===== config.mk =====
export PLATFORM = sky130hd
export DESIGN_NAME = ble_cell
export DESIGN_NICKNAME = d
export VERILOG_FILES = /design/src/rtl/assert_macros.svh /design/src/rtl/ble_pkg.sv /design/src/rtl/ble_cell.sv
export SDC_FILE = /design/constraint.sdc
export NUM_CORES = 1
export LEC_CHECK = 0
export ABC_AREA = 1
export BUFFER_PORTS_ARGS = -buffer_cell sky130_fd_sc_hd__buf_2
export CORE_UTILIZATION = 42
export CTS_CLUSTER_SIZE = 25
export DETAILED_ROUTE_END_ITERATION = 16
export GPL_TIMING_DRIVEN = 0
export PLACE_DENSITY = 0.82
export SETUP_SLACK_MARGIN = 0.3
export SYNTH_ARGS = -nofsm -noshare
export SYNTH_HDL_FRONTEND = slang
export SYNTH_SLANG_ARGS = --single-unit

===== constraint.sdc =====
create_clock -name i_clk -period 3.8 [get_ports i_clk]
set_input_delay 0.57 -clock i_clk [delete_from_list [all_inputs] [get_ports i_clk]]
set_output_delay 0.57 -clock i_clk [all_outputs]
set_load 0.02 [all_outputs]

===== src/rtl/assert_macros.svh =====
// Assertion macros shared by the RTL of the bounded list engine.
// Both macros need a clock i_clk; ASSERT_CLK also an active-low reset i_rst_n.
`ifndef ASSERT_MACROS_SVH
`define ASSERT_MACROS_SVH

// Checked at every rising edge while out of reset.
`define ASSERT_CLK(label, prop, msg) \
    label: assert property (@(posedge i_clk) disable iff (!i_rst_n) (prop)) else $error(msg);

// Checked at every rising edge, during reset too.
`define ASSERT_ALWAYS(label, prop, msg) \
    label: assert property (@(posedge i_clk) (prop)) else $error(msg);

`endif


===== src/rtl/ble_pkg.sv =====
// Package for the bounded list engine: operation and status codes, cell control type.
// Depends on nothing; used by ble_cell, bounded_list_engine_unit and tb.
`timescale 1ns / 1ps
`default_nettype none

package ble_pkg;

    // Operation codes of a request word.
    localparam logic [2:0] OP_INS_FRONT = 3'd0;
    localparam logic [2:0] OP_INS_REAR  = 3'd1;
    localparam logic [2:0] OP_REM_FRONT = 3'd2;
    localparam logic [2:0] OP_REM_REAR  = 3'd3;
    localparam logic [2:0] OP_INS_POS   = 3'd4;

    // Status codes of a result word.
    localparam logic [1:0] ST_OK     = 2'd0;
    localparam logic [1:0] ST_EMPTY  = 2'd1;
    localparam logic [1:0] ST_BADPOS = 2'd2;
    localparam logic [1:0] ST_FULL   = 2'd3;

    // Broadcast command to every cell of the chain.
    typedef struct packed {
        logic ins;   // open a gap at the slot and write the new word there
        logic pull;  // every cell takes the word of its right neighbor
    } t_cell_ctl;

endpackage

`default_nettype wire


===== src/rtl/ble_cell.sv =====
// One storage cell of the list chain: holds a single word and moves it to its neighbors.
// Depends on ble_pkg for the broadcast command type.
`timescale 1ns / 1ps
`default_nettype none

module ble_cell #(
    parameter int INDEX       = 0,
    parameter int VALUE_WIDTH = 32,
    parameter int CNT_W       = 7
) (
    input  wire                    i_clk,
    input  ble_pkg::t_cell_ctl     i_ctl,
    input  wire  [CNT_W-1:0]       i_slot,
    input  wire  [CNT_W-1:0]       i_rear_slot,
    input  wire  [VALUE_WIDTH-1:0] i_word,
    input  wire  [VALUE_WIDTH-1:0] i_left,
    input  wire  [VALUE_WIDTH-1:0] i_right,
    output logic [VALUE_WIDTH-1:0] o_value,
    output logic [VALUE_WIDTH-1:0] o_tap
);
    import ble_pkg::*;

    localparam logic [CNT_W-1:0] IDX = CNT_W'(INDEX);

    logic [VALUE_WIDTH-1:0] r_value;
    logic [VALUE_WIDTH-1:0] n_value;

    // Insert writes at the slot and shifts everything behind it one place back;
    // a front removal moves every word one place forward.
    always_comb begin
        n_value = r_value;
        if (i_ctl.ins) begin
            if (IDX == i_slot) begin
                n_value = i_word;
            end else if (IDX > i_slot) begin
                n_value = i_left;
            end
        end else if (i_ctl.pull) begin
            n_value = i_right;
        end
    end

    always_ff @(posedge i_clk) begin
        r_value <= n_value;
    end

    // The rear cell drives its word onto the shared readout; the others drive zero.
    assign o_value = r_value;
    assign o_tap   = (IDX == i_rear_slot) ? r_value : '0;

endmodule

`default_nettype wire


==> impl_metrics.json <==
{
  "cp-end-kind": "output pin",
  "synth_fp_nets": 473,
  "leakage_nw": 2.167,
  "setup_tns_ns": 0,
  "grt-ovfl-total": 0,
  "dieWidth_um": 79.11,
  "min_period_ns": 2.200,
  "grt_util_all_layers": 0.2415,
  "die-area_sq_um": 6258,
  "place_congestion": 0.8534,
  "cts_sinks": 32,
  "post_route_cells_drive_above_1_share": 0.4088,
  "power_mw": 0.9130,
  "dr.pass1.iters": 4,
  "fin_area_sq_um": 3576,
  "postCtsSetupBuffers": 0,
  "rows": 27,
  "routed_wl_um": 7481,
  "grt_max_degree": 19,
  "antenna_cells": 0,
  "hpwl_um": 6034,
  "ant_nets": 0,
  "grt_pass1_wl_um": 11590,
  "drv_slew": 0,
  "maxCapViolations": 0,
  "fin_crit_sh": 0.5789,
  "cp_max_fo": 10,
  "ir_worst_vdd_mv": 0.1386,
  "largest_register_ffs": 32,
  "placed_cell_area_sq_um": 3500,
  "rsz0062_at_grt": "no",
  "hold_class": "in2reg",
  "h-tree-depth": 2,
  "area_growth_pct": 43.19,
  "max_freq_mhz": 454.6,
  "ys_ff_latch": 32,
  "hold_violations": 0,
  "seq_area_frac_synth": 0.3848,
  "vias": 2839,
  "synth_area_leaders": "edfxtp_1, inv_1, nand3_1",
  "yosysTopAreaCell": "edfxtp_1",
  "netlist_area_sq_um": 2497,
  "cts_buffers": 5,
  "status": "completed",
  "nets": 656,
  "worstPathArrival_ns": 1.63,
  "cts_hold_buffers": 0,
  "antenna_found_initial": 1,
  "cts-root-buf": "clkbuf_8",
  "cts.path.max_buffers": 2,
  "timing.slew.headroom": 0.4346,
  "worst-slew-pin-transition_ns": 0.8482,
  "layout_common_cells": "buf_2, inv_1, nand2_1",
  "initial_utilization": 0.4453,
  "required_ns": 3.23,
  "route.detailed.drc": 0,
  "setup_viol": 0,
  "wl_per_cell_um": 12.16,
  "final_common_cell": "buf_2",
  "synth_top_area_frac": 0.3848,
  "critPathKind": "in2out",
  "yosys_warnings": 0,
  "cts_tree": "built",
  "fillers": 524,
  "port_buffers": 175,
  "grt_pass1_vias": 2581,
  "cts_resized": 0,
  "routed_via_density": 4.616,
  "die_h_um": 79.11,
  "startpoint_type": "primary input",
  "syn_avg_cell_area_sq_um": 6.937,
  "clkTransAtPathRegs_ns": 0.06,
  "drtIter0Drc": 136,
  "io_pins": 177,
  "synth.distinct_cells": 18,
  "p_per_area_nw_per_um2": 255.3,
  "core_area_sq_um": 5608,
  "synthCells": 360
}
[cell usage after synthesis (all sizes together)]
cell,count
edfxtp,32
o31ai,1
clkinv,2
nor3,1
nand3,65
inv,99
nor2,38
o21ai,32
nand2,68
buf,22
[final cells by class]
class / count / area, sq um / share of cell area
clock inverter: 2 / 7.507 / 0.002099
buffer: 22 / 185.2 / 0.05178
inverter: 101 / 384.1 / 0.1074
tap: 72 / 90.09 / 0.02519
clock buffer: 5 / 68.82 / 0.01924
sequential: 32 / 960.9 / 0.2687
multi-input combinational: 205 / 975.9 / 0.2729
timing repair buffer: 176 / 903.4 / 0.2526
[through the flow]
stage	hold WS [ns]	utilization	cells	worst slack (ns)
2_1_floorplan	0.7559	-	360	0.9449
3_3_place_gp	0.8433	0.6176	607	0.2736
3_5_place_dp	0.8431	0.6241	608	1.394
4_1_cts	0.5493	0.6377	615	1.579
5_1_grt	0.5558	0.6377	615	1.481
6_report	0.5633	0.6377	615	1.600
[kinds of logic after synthesis]
family | share of synthesized area
buf+inv | 0.2280
flops | 0.3848
simple gates | 0.3016
compound gates | 0.08567
[power by group]
part           leakage, nW  switching, mW  internal, mW
Clock               0.0391          0.113         0.121
Sequential           0.295         0.0140         0.423
Combinational         1.83          0.141         0.102
Total                 2.17          0.268         0.645
[critical path, cell delays in order]
cell	delay, ns
buf_2	0.10
nor3_1	0.17
nand3_1	0.23
buf_2	0.26
nor2_1	0.12
buf_2	0.18
[routing by layer]
metal  vias to the layer above  track usage  wire, um
li1                       1463            -         -
met2                       126       0.4284      3856
met5                         -            0        16
met3                        12      0.04943       468
met1                      1236       0.2900      3034
met4                         2      0.07818       105
[worst paths after layout]
check / from / to / slack (ns) / cells after the start
max: i_rear_slot[5] / o_tap[21] / 1.60 / 6
min: i_right[3] / o_value[3] / 0.56 / 3
No activity file was read; power rests on OpenSTA's default activity.
